<file path="config.mk">
export PLATFORM = sky130hd
export DESIGN_NAME = array_list_search_delete_update_top
export DESIGN_NICKNAME = d
export VERILOG_FILES = /design/src/rtl/core/alsdu_pkg.sv /design/src/rtl/core/alsdu_ctrl.sv /design/src/rtl/core/alsdu_dp.sv /design/src/rtl/core/array_list_search_delete_update_top.sv
export SDC_FILE = /design/constraint.sdc
export NUM_CORES = 2
export LEC_CHECK = 0
export BUFFER_PORTS_ARGS = -buffer_cell sky130_fd_sc_hd__buf_2
export CAP_MARGIN = 0
export CORE_AREA = 3 3 360 718
export CTS_CLUSTER_DIAMETER = 120
export DETAILED_ROUTE_END_ITERATION = 10
export DIE_AREA = 0 0 363 721
export PLACE_DENSITY = 0.61
export SYNTH_ARGS = -nofsm -noshare
export SYNTH_HDL_FRONTEND = slang
export SYNTH_SLANG_ARGS = --single-unit
</file>
<file path="constraint.sdc">
create_clock -name clk -period 5 [get_ports clk]
set_clock_uncertainty 0.1 [all_clocks]
set_input_delay 0 -clock clk [delete_from_list [all_inputs] [get_ports clk]]
set_output_delay 0 -clock clk [all_outputs]
set_load 0.005 [all_outputs]
</file>
<file path="src/rtl/core/alsdu_pkg.sv">
// alsdu_pkg: shared types, codes and constants for the array list block
// used by the controller, the datapath, the top level and the port checker
`default_nettype none

package alsdu_pkg;

  localparam int DEPTH   = 64;
  localparam int AW      = $clog2(DEPTH);
  localparam int DATA_W  = 32;
  localparam int LEN_W   = 7;
  localparam int INIT_N  = 10;
  localparam int INIT_STEP = 100;
  localparam logic [LEN_W-1:0] INIT_LEN = LEN_W'((DEPTH < INIT_N) ? DEPTH : INIT_N);

  typedef enum logic [1:0] {
    OP_SEARCH = 2'd0,
    OP_DELETE = 2'd1,
    OP_UPDATE = 2'd2,
    OP_BAD    = 2'd3
  } op_t;

  typedef enum logic [1:0] {
    ST_FOUND = 2'd0,
    ST_NONE  = 2'd1,
    ST_BAD   = 2'd2
  } status_t;

  typedef enum logic [2:0] {
    S_IDLE,
    S_SCAN,
    S_SHIFT,
    S_CLEAR,
    S_BAD
  } state_t;

  // controller to datapath
  typedef struct packed {
    logic load;
    logic scan;
    logic grab;
    logic fin;
    logic shift;
    logic tail;
    logic bad;
  } ctl_t;

  // datapath to controller
  typedef struct packed {
    logic hit;
    logic done;
    op_t  op;
  } sts_t;

  function automatic logic [DATA_W-1:0] init_value(input logic [AW-1:0] idx);
    logic [DATA_W-1:0] v;
    v = '0;
    if (int'(idx) < INIT_N) begin
      v = DATA_W'(INIT_STEP * (int'(idx) + 1));
    end
    return v;
  endfunction

endpackage

`default_nettype wire

</file>
<file path="src/rtl/core/alsdu_ctrl.sv">
// alsdu_ctrl: sequencing state machine for search, delete and update
// depends on alsdu_pkg; drives the datapath through ctl_t
`default_nettype none

module alsdu_ctrl (
  input  wire logic          clk,
  input  wire logic          rst,
  input  wire logic          start,
  input  alsdu_pkg::op_t     command,
  input  alsdu_pkg::sts_t    sts,
  output alsdu_pkg::ctl_t    ctl,
  output logic               busy
);
  import alsdu_pkg::*;

  state_t state;
  state_t state_next;

  always_ff @(posedge clk) begin
    if (rst) begin
      state <= S_IDLE;
    end else begin
      state <= state_next;
    end
  end

  always_comb begin
    state_next = state;
    unique case (state)
      S_IDLE: begin
        if (start) begin
          state_next = (command == OP_BAD) ? S_BAD : S_SCAN;
        end
      end
      S_SCAN: begin
        if (sts.hit && sts.op != OP_SEARCH) begin
          state_next = (sts.op == OP_DELETE) ? S_SHIFT : S_IDLE;
        end else if (sts.done) begin
          state_next = S_IDLE;
        end
      end
      S_SHIFT: begin
        if (sts.done) begin
          state_next = S_CLEAR;
        end
      end
      S_CLEAR: state_next = S_IDLE;
      S_BAD:   state_next = S_IDLE;
      default: state_next = S_IDLE;
    endcase
  end

  always_comb begin
    ctl  = '0;
    busy = 1'b1;
    unique case (state)
      S_IDLE: begin
        busy     = 1'b0;
        ctl.load = start;
      end
      S_SCAN: begin
        if (sts.hit && sts.op != OP_SEARCH) begin
          ctl.grab = 1'b1;
        end else if (sts.done) begin
          ctl.fin = 1'b1;
        end else begin
          ctl.scan = 1'b1;
        end
      end
      S_SHIFT: ctl.shift = 1'b1;
      S_CLEAR: ctl.tail  = 1'b1;
      S_BAD:   ctl.bad   = 1'b1;
      default: busy = 1'b1;
    endcase
  end

endmodule

`default_nettype wire

</file>
<file path="src/rtl/core/alsdu_dp.sv">
// alsdu_dp: list memory, scan pointer, compare and result registers
// depends on alsdu_pkg; commanded by alsdu_ctrl
`default_nettype none

module alsdu_dp (
  input  wire logic                            clk,
  input  wire logic                            rst,
  input  alsdu_pkg::ctl_t                      ctl,
  input  alsdu_pkg::op_t                       command,
  input  wire logic signed [alsdu_pkg::DATA_W-1:0] key,
  input  wire logic signed [alsdu_pkg::DATA_W-1:0] new_value,
  output alsdu_pkg::sts_t                      sts,
  output logic                                 strobe,
  output logic [1:0]                           status,
  output logic [alsdu_pkg::LEN_W-1:0]          position,
  output logic [alsdu_pkg::LEN_W-1:0]          list_length,
  output logic                                 last
);
  import alsdu_pkg::*;

  logic [DATA_W-1:0] mem [DEPTH];
  logic [DEPTH-1:0]  valid;

  op_t               op;
  logic [DATA_W-1:0] key_q;
  logic [DATA_W-1:0] nv_q;
  logic [LEN_W-1:0]  length;
  logic [LEN_W-1:0]  rd_ptr;
  logic              rvld;
  logic [AW-1:0]     ridx;
  logic [DATA_W-1:0] rmem_q;
  logic              rv_q;
  logic [DATA_W-1:0] rinit_q;
  logic [AW-1:0]     match;
  logic              pend;
  logic [LEN_W-1:0]  pend_pos;

  logic              more_rd;
  logic              rd_en;
  logic [DATA_W-1:0] rdata;
  logic              hit;
  logic              we;
  logic [AW-1:0]     waddr;
  logic [DATA_W-1:0] wdata;
  logic [LEN_W-1:0]  ridx_pos;
  logic [LEN_W-1:0]  len_dec;

  assign more_rd  = rd_ptr < length;
  assign rd_en    = (ctl.scan || ctl.shift) && more_rd;
  assign rdata    = rv_q ? rmem_q : rinit_q;
  assign hit      = rvld && (rdata == key_q);
  assign ridx_pos = LEN_W'(ridx) + LEN_W'(1);
  assign len_dec  = length - LEN_W'(1);

  assign sts.hit  = hit;
  assign sts.done = !more_rd && !rvld;
  assign sts.op   = op;

  // write port select
  always_comb begin
    we    = 1'b0;
    waddr = ridx;
    wdata = rdata;
    priority if (ctl.shift && rvld) begin
      we    = 1'b1;
      waddr = ridx - AW'(1);
      wdata = rdata;
    end else if (ctl.grab && op == OP_UPDATE) begin
      we    = 1'b1;
      waddr = ridx;
      wdata = nv_q;
    end else if (ctl.tail) begin
      we    = 1'b1;
      waddr = len_dec[AW-1:0];
      wdata = '0;
    end
  end

  always_ff @(posedge clk) begin
    if (we) begin
      mem[waddr] <= wdata;
    end
    if (rd_en) begin
      rmem_q  <= mem[rd_ptr[AW-1:0]];
      rv_q    <= valid[rd_ptr[AW-1:0]];
      rinit_q <= init_value(rd_ptr[AW-1:0]);
    end
  end

  always_ff @(posedge clk) begin
    if (rst) begin
      valid <= '0;
    end else if (we) begin
      valid[waddr] <= 1'b1;
    end
  end

  // request latch and scan control
  always_ff @(posedge clk) begin
    if (ctl.load) begin
      op    <= command;
      key_q <= key;
      nv_q  <= new_value;
    end
    if (ctl.grab) begin
      match <= ridx;
    end
    if (ctl.scan && hit) begin
      pend_pos <= ridx_pos;
    end
    ridx <= rd_ptr[AW-1:0];
  end

  // load and grab never coincide with a read, so rvld drops by itself there
  always_ff @(posedge clk) begin
    if (rst) begin
      length <= INIT_LEN;
      rd_ptr <= '0;
      rvld   <= 1'b0;
      pend   <= 1'b0;
    end else begin
      rvld <= rd_en;
      if (rd_en) begin
        rd_ptr <= rd_ptr + LEN_W'(1);
      end
      if (ctl.load) begin
        rd_ptr <= '0;
        pend   <= 1'b0;
      end
      if (ctl.scan && hit) begin
        pend <= 1'b1;
      end
      if (ctl.grab) begin
        rd_ptr <= ridx_pos;
        if (op == OP_UPDATE && nv_q == '0) begin
          length <= LEN_W'(ridx);
        end
      end
      if (ctl.tail) begin
        length <= len_dec;
      end
    end
  end

  // result registers
  always_ff @(posedge clk) begin
    if (rst) begin
      strobe <= 1'b0;
    end else begin
      strobe <= (ctl.scan && hit && pend) || ctl.fin || ctl.bad || ctl.tail
                || (ctl.grab && op == OP_UPDATE);
    end
  end

  always_ff @(posedge clk) begin
    priority if (ctl.scan && hit) begin
      status      <= ST_FOUND;
      position    <= pend_pos;
      list_length <= length;
      last        <= 1'b0;
    end else if (ctl.fin) begin
      status      <= pend ? ST_FOUND : ST_NONE;
      position    <= pend ? pend_pos : '0;
      list_length <= length;
      last        <= 1'b1;
    end else if (ctl.grab) begin
      status      <= ST_FOUND;
      position    <= ridx_pos;
      list_length <= (nv_q == '0) ? LEN_W'(ridx) : length;
      last        <= 1'b1;
    end else if (ctl.tail) begin
      status      <= ST_FOUND;
      position    <= LEN_W'(match) + LEN_W'(1);
      list_length <= len_dec;
      last        <= 1'b1;
    end else if (ctl.bad) begin
      status      <= ST_BAD;
      position    <= '0;
      list_length <= length;
      last        <= 1'b1;
    end
  end

endmodule

`default_nettype wire

</file>
<file path="src/rtl/core/array_list_search_delete_update_top.sv">
// array_list_search_delete_update_top: top level of the array list block
// depends on alsdu_pkg, alsdu_ctrl and alsdu_dp
`default_nettype none

// A request is taken when start is high and busy is low; results then come
// out one per strobe cycle and cannot be held off, so the receiver must take
// each one in the cycle it appears. The list sits in a memory with one read
// port and one write port that is walked one entry per clock: a search scans
// the whole list, a delete scans up to the match, then shifts the later
// entries down and clears the tail, an update stops at the match, a delete or
// update with no match scans the whole list, and an invalid command gives a
// single bad result. busy stays high until the last result of the request has
// been registered. No clearing pass runs after reset.
module array_list_search_delete_update_top (
  input  wire logic                                clk,
  input  wire logic                                rst,
  input  wire logic                                start,
  output logic                                     busy,
  input  wire logic [1:0]                          command,
  input  wire logic signed [alsdu_pkg::DATA_W-1:0] key,
  input  wire logic signed [alsdu_pkg::DATA_W-1:0] new_value,
  output logic                                     strobe,
  output logic [1:0]                               status,
  output logic [alsdu_pkg::LEN_W-1:0]              position,
  output logic [alsdu_pkg::LEN_W-1:0]              list_length,
  output logic                                     last
);
  import alsdu_pkg::*;

  ctl_t ctl;
  sts_t sts;
  op_t  cmd;

  assign cmd = op_t'(command);

  alsdu_ctrl u_ctrl (
    .clk     (clk),
    .rst     (rst),
    .start   (start),
    .command (cmd),
    .sts     (sts),
    .ctl     (ctl),
    .busy    (busy)
  );

  alsdu_dp u_dp (
    .clk         (clk),
    .rst         (rst),
    .ctl         (ctl),
    .command     (cmd),
    .key         (key),
    .new_value   (new_value),
    .sts         (sts),
    .strobe      (strobe),
    .status      (status),
    .position    (position),
    .list_length (list_length),
    .last        (last)
  );

endmodule

`default_nettype wire

</file>
==> metrics list <==
- Minimum setup slack after placement: between 100 and 150 ps
* CTS tree: yes
- For the worst setup path, the data required time is about 5500 ps.
* Pint: roughly 0.03 W
- Final period util: 0.936
- Unrepaired setup endpoints after global routing: no
- Final sum of negative setup slack: 0 ps
- Post-layout net count: 4360
- Once detail routing completed, the nets flagged for antenna violations numbered 0.
* Core area: around 0.25 sq mm
* Switching Fraction: 0.225
* Worst Hold Slack: between 50 and 60 ps
* Clock period minus final worst setup slack: 4680 ps
- Entering global routing, the biggest net connects 138 pins.
* Post-Place Cell Area: between 0.09 and 0.1 sq mm
- On the worst path, the slowest cell contributes a delay of between 700 and 800 ps.
- Die W: roughly 360 microns
- VDD sags by at most approximately 0.00028 V.
* Global Route Usage Sum: 0.170
- The worst setup path is launched from a flip-flop.
* Post-synth top flop: sky130_fd_sc_hd__edfxtp_1
* Flop pwr share: 0.553
- The initial antenna violation count came to 23.
* Proportion of synthesized chip area in sequential cells: 0.763
* Final core utilization: 0.403
- Synthesis produced a netlist with a net count of 3987.
* LEAKAGE: around 31 nW
* Path class of the lowest-slack min-delay path: primary input to flip-flop
* Die H: roughly 720 microns
- Ratio of cells with drive above 1 in the final layout: 0.307
* Routed wire per std cell: 28.9 microns
- Of the total power, the clock network draws 0.363.
* H-tree levels: 4
- Area growth syn-to-layout: 15.2%
- # rows: about 260
* TritonCTS buffer count: 181
- After synthesis, the share of flip-flops with an asynchronous set or reset is 0.
- Setup slack after layout: around 320 ps
- Among cell families on the critical path, the largest total delay comes from simple AND/OR/NAND/NOR gates.
* Maximum clock rate: roughly 210 MHz
- Combinational Power Share: 0.084
* Clock latency on the worst-skew pair: 840 ps
- STA classifies the critical path endpoint as a flip-flop.
- Via count of the routed design: 41200
- The number of buffers and inverters on the critical path is 1.
- The first detailed-routing pass ran for 5 iterations.
- The critical path is of the flip-flop to flip-flop type.
* Number of flip-flops and latches in the synthesized netlist: 2280
- P_sw: 0.00874 W
* Gp weighted congestion: slightly below 1
* Global-route wire length before repair: 321000 microns
- CP arrival: about 5200 ps
* Top-level I/O count: 88
- Number of buffers added for setup after CTS: 0
* Result of the run: completed
- Headroom to the max-slew limit came out at 0.165.
- Global routing finished with a remaining overflow of 0.
- Yosys mapped the design onto a little over 70 distinct sky130hd cell types.
* Clock edge transition at the registers on the reported setup and hold paths: approximately 70 ps
- Area enclosed by the die boundary: about 0.26 sq mm
- Final setup fails: 0
* Cell type of the slowest stage on the worst timing path: sky130_fd_sc_hd__nor4_1
- Yosys mapped a number of flops with a built-in enable equal to 2187.
- The number of max-slew violations in the final report is 0.
* Syn. warnings: 0
- Power per Cell Area: 381 mW/mm^2
- The number of hold violations in the final report is 0.
* Vias in the first global route: 44100
- Summed over all layers, the routed wires come to 222000 microns.
* Post-route cell area: approximately 0.10 sq mm
- Critical path's most frequent cell: sky130_fd_sc_hd__nor4_1
* Critical Path, Cell by Cell: buf_4 > mux2i_1 > xnor2_1 > nor2_1 > nand4_1 > nor4_1 > o21ai_4 > and3_1 > nor4_1
- Input/output buffers: 87
- Dpl hpwl: 144000 microns
- The cell area that synthesis handed to floorplanning was 0.0886 sq mm.
* Maximum Capacitance Violations: 0
- Slew @ Worst Pin: 1220 ps
- Clock tree synthesis selected as its root buffer the cell sky130_fd_sc_hd__clkbuf_16.
- Starting utilization of the core area: 0.350
- First DRT Iteration DRCs: around 3400
* TritonCTS sink count: roughly 2300
- Clock buffer depth: 4
* Post-Synthesis Cells: between 3000 and 4000
* Top fanout value on the critical path: 23
- For this run, design rule violations remaining after detail routing come to 0.
- Avg Cell Area, Syn: 22.8 sq um
- Via-to-Cell Ratio: between 5 and 6
## cell usage after synthesis, types with 3 or more instances
cell type | n | area [sq um]
sky130_fd_sc_hd__a211o_1 | 4 | 35.0
sky130_fd_sc_hd__a211oi_1 | 6 | 45.0
sky130_fd_sc_hd__a21o_1 | 23 | 173
sky130_fd_sc_hd__a21oi_1 | 20 | 100
sky130_fd_sc_hd__a221o_1 | 5 | 50.1
sky130_fd_sc_hd__a221oi_1 | 6 | 52.6
sky130_fd_sc_hd__a31oi_1 | 7 | 43.8
sky130_fd_sc_hd__and2_1 | 9 | 56.3
sky130_fd_sc_hd__and3_1 | 12 | 75.1
sky130_fd_sc_hd__buf_1 | 49 | 184
sky130_fd_sc_hd__buf_2 | 19 | 95.1
sky130_fd_sc_hd__buf_6 | 3 | 33.8
sky130_fd_sc_hd__clkbuf_1 | 141 | 529
sky130_fd_sc_hd__dfxtp_1 | 93 | 1860
sky130_fd_sc_hd__edfxtp_1 | 2187 | 65700
sky130_fd_sc_hd__fa_1 | 3 | 60.1
sky130_fd_sc_hd__ha_1 | 36 | 450
sky130_fd_sc_hd__inv_1 | 27 | 101
sky130_fd_sc_hd__inv_2 | 3 | 11.3
sky130_fd_sc_hd__mux2i_1 | 14 | 140
sky130_fd_sc_hd__mux4_2 | 693 | 15600
sky130_fd_sc_hd__nand2_1 | 95 | 357
sky130_fd_sc_hd__nand2b_1 | 13 | 81.3
sky130_fd_sc_hd__nand3_1 | 23 | 115
sky130_fd_sc_hd__nand4_1 | 11 | 68.8
sky130_fd_sc_hd__nand4b_1 | 4 | 35.0
sky130_fd_sc_hd__nor2_1 | 43 | 161
sky130_fd_sc_hd__nor2b_1 | 20 | 125
sky130_fd_sc_hd__nor3_1 | 91 | 455
sky130_fd_sc_hd__nor4_1 | 15 | 93.8
sky130_fd_sc_hd__o21a_1 | 4 | 30.0
sky130_fd_sc_hd__o21ai_0 | 21 | 105
sky130_fd_sc_hd__o21ai_1 | 21 | 105
sky130_fd_sc_hd__o221a_1 | 5 | 56.3
sky130_fd_sc_hd__o22a_1 | 3 | 26.3
sky130_fd_sc_hd__o2bb2ai_1 | 64 | 561
sky130_fd_sc_hd__or3_1 | 5 | 31.3
sky130_fd_sc_hd__xnor2_1 | 26 | 228
sky130_fd_sc_hd__xor2_1 | 12 | 105
## final timing paths
kind,from,to,slack (ps),cells past startpoint
setup reg to reg,u_dp.rv_q,u_dp.rd_ptr[2],320,9
hold / removal,key[3],u_dp.key_q[3],50,2
setup / recovery,u_dp.rv_q,u_dp.rd_ptr[2],320,9
hold reg to reg,u_dp.valid[13],u_dp.valid[13],360,1
## power groups by stage
stage               clock network [W]  logic (W)  registers [W]
floorplan                           0    0.00197         0.0218
global placement                    0    0.00316         0.0219
detailed placement                  0    0.00322         0.0219
CTS                            0.0144    0.00332         0.0215
global route                   0.0151    0.00349         0.0215
finish                         0.0141    0.00328         0.0215
## layer usage
layer / GRT usage / share of wire / vias to the layer above
met3: 0.0225 / 0.039 / 464
met5: 0 / 0.00019 / -
met4: 0.0829 / 0.057 / 6
met2: 0.330 / 0.57 / 1189
met1: 0.177 / 0.33 / 22300
li1: - / - / 17300
## sequential cells by signal, indices dropped and copies added (netlist names), 2 cells and up
register	cells
u_dp.rd_ptr	7
u_dp.ridx	6
u_dp.length	7
u_dp.mem	2048
u_dp.list_length	7
u_dp.key_q	32
u_ctrl.state	3
u_dp.position	7
u_dp.pend_pos	7
u_dp.match	6
u_dp.rinit_q	13
u_dp.rmem_q	32
u_dp.valid	64
u_dp.op	2
u_dp.status	2
u_dp.nv_q	32
## through the flow
stage          cells  power (W)
2_1_floorplan   3879     0.0238
3_3_place_gp    7223     0.0251
3_5_place_dp    7223     0.0251
4_1_cts         7671     0.0392
5_1_grt         7678     0.0400
6_report        7688     0.0388
## repair_timing
| item | in CTS | in global routing |
|---|---|---|
| hold buffers | 132 | 0 |
| endpoints found under the setup margin | 0 | 1484 |
| resized for setup | 0 | 1 |
| hold endpoints to repair | 98 | 0 |
## cells by family after synthesis
kind of cell	count (synthesis)	share of synthesized area
AOI/OAI and AO/OA	216	0.0186
xor gates and xnor gates	38	0.00376
adders and majority gates	39	0.00576
buffers and inverters	244	0.0109
DFF	2280	0.763
muxes	710	0.178
and+or+nand+nor	352	0.0201
## final cells by class
cell class	instances	area, sq um
inverter	30	113
antenna	16	40.0
multi-input combinational	1355	20700
clock inverter	101	876
fill	21800	151000
timing repair buffer	404	3920
tap	3287	4110
clock buffer	215	4730
sequential	2280	67600
## layout by cell type, fill, tap and decap left out, types with 30 or more instances in the layout
cell type                          n
sky130_fd_sc_hd__edfxtp_1       2187
sky130_fd_sc_hd__buf_2            87
sky130_fd_sc_hd__dlygate4sd3_1   132
sky130_fd_sc_hd__buf_12           62
sky130_fd_sc_hd__ha_1             36
sky130_fd_sc_hd__nor2_1           43
sky130_fd_sc_hd__mux4_2          693
sky130_fd_sc_hd__clkbuf_1         30
sky130_fd_sc_hd__o2bb2ai_1        64
sky130_fd_sc_hd__clkbuf_16       184
sky130_fd_sc_hd__nand2_1          95
sky130_fd_sc_hd__nor3_2           64
sky130_fd_sc_hd__buf_4           123
sky130_fd_sc_hd__dfxtp_1          87
sky130_fd_sc_hd__clkinv_2         33
Note: power is estimated with default switching activity, not from simulation.
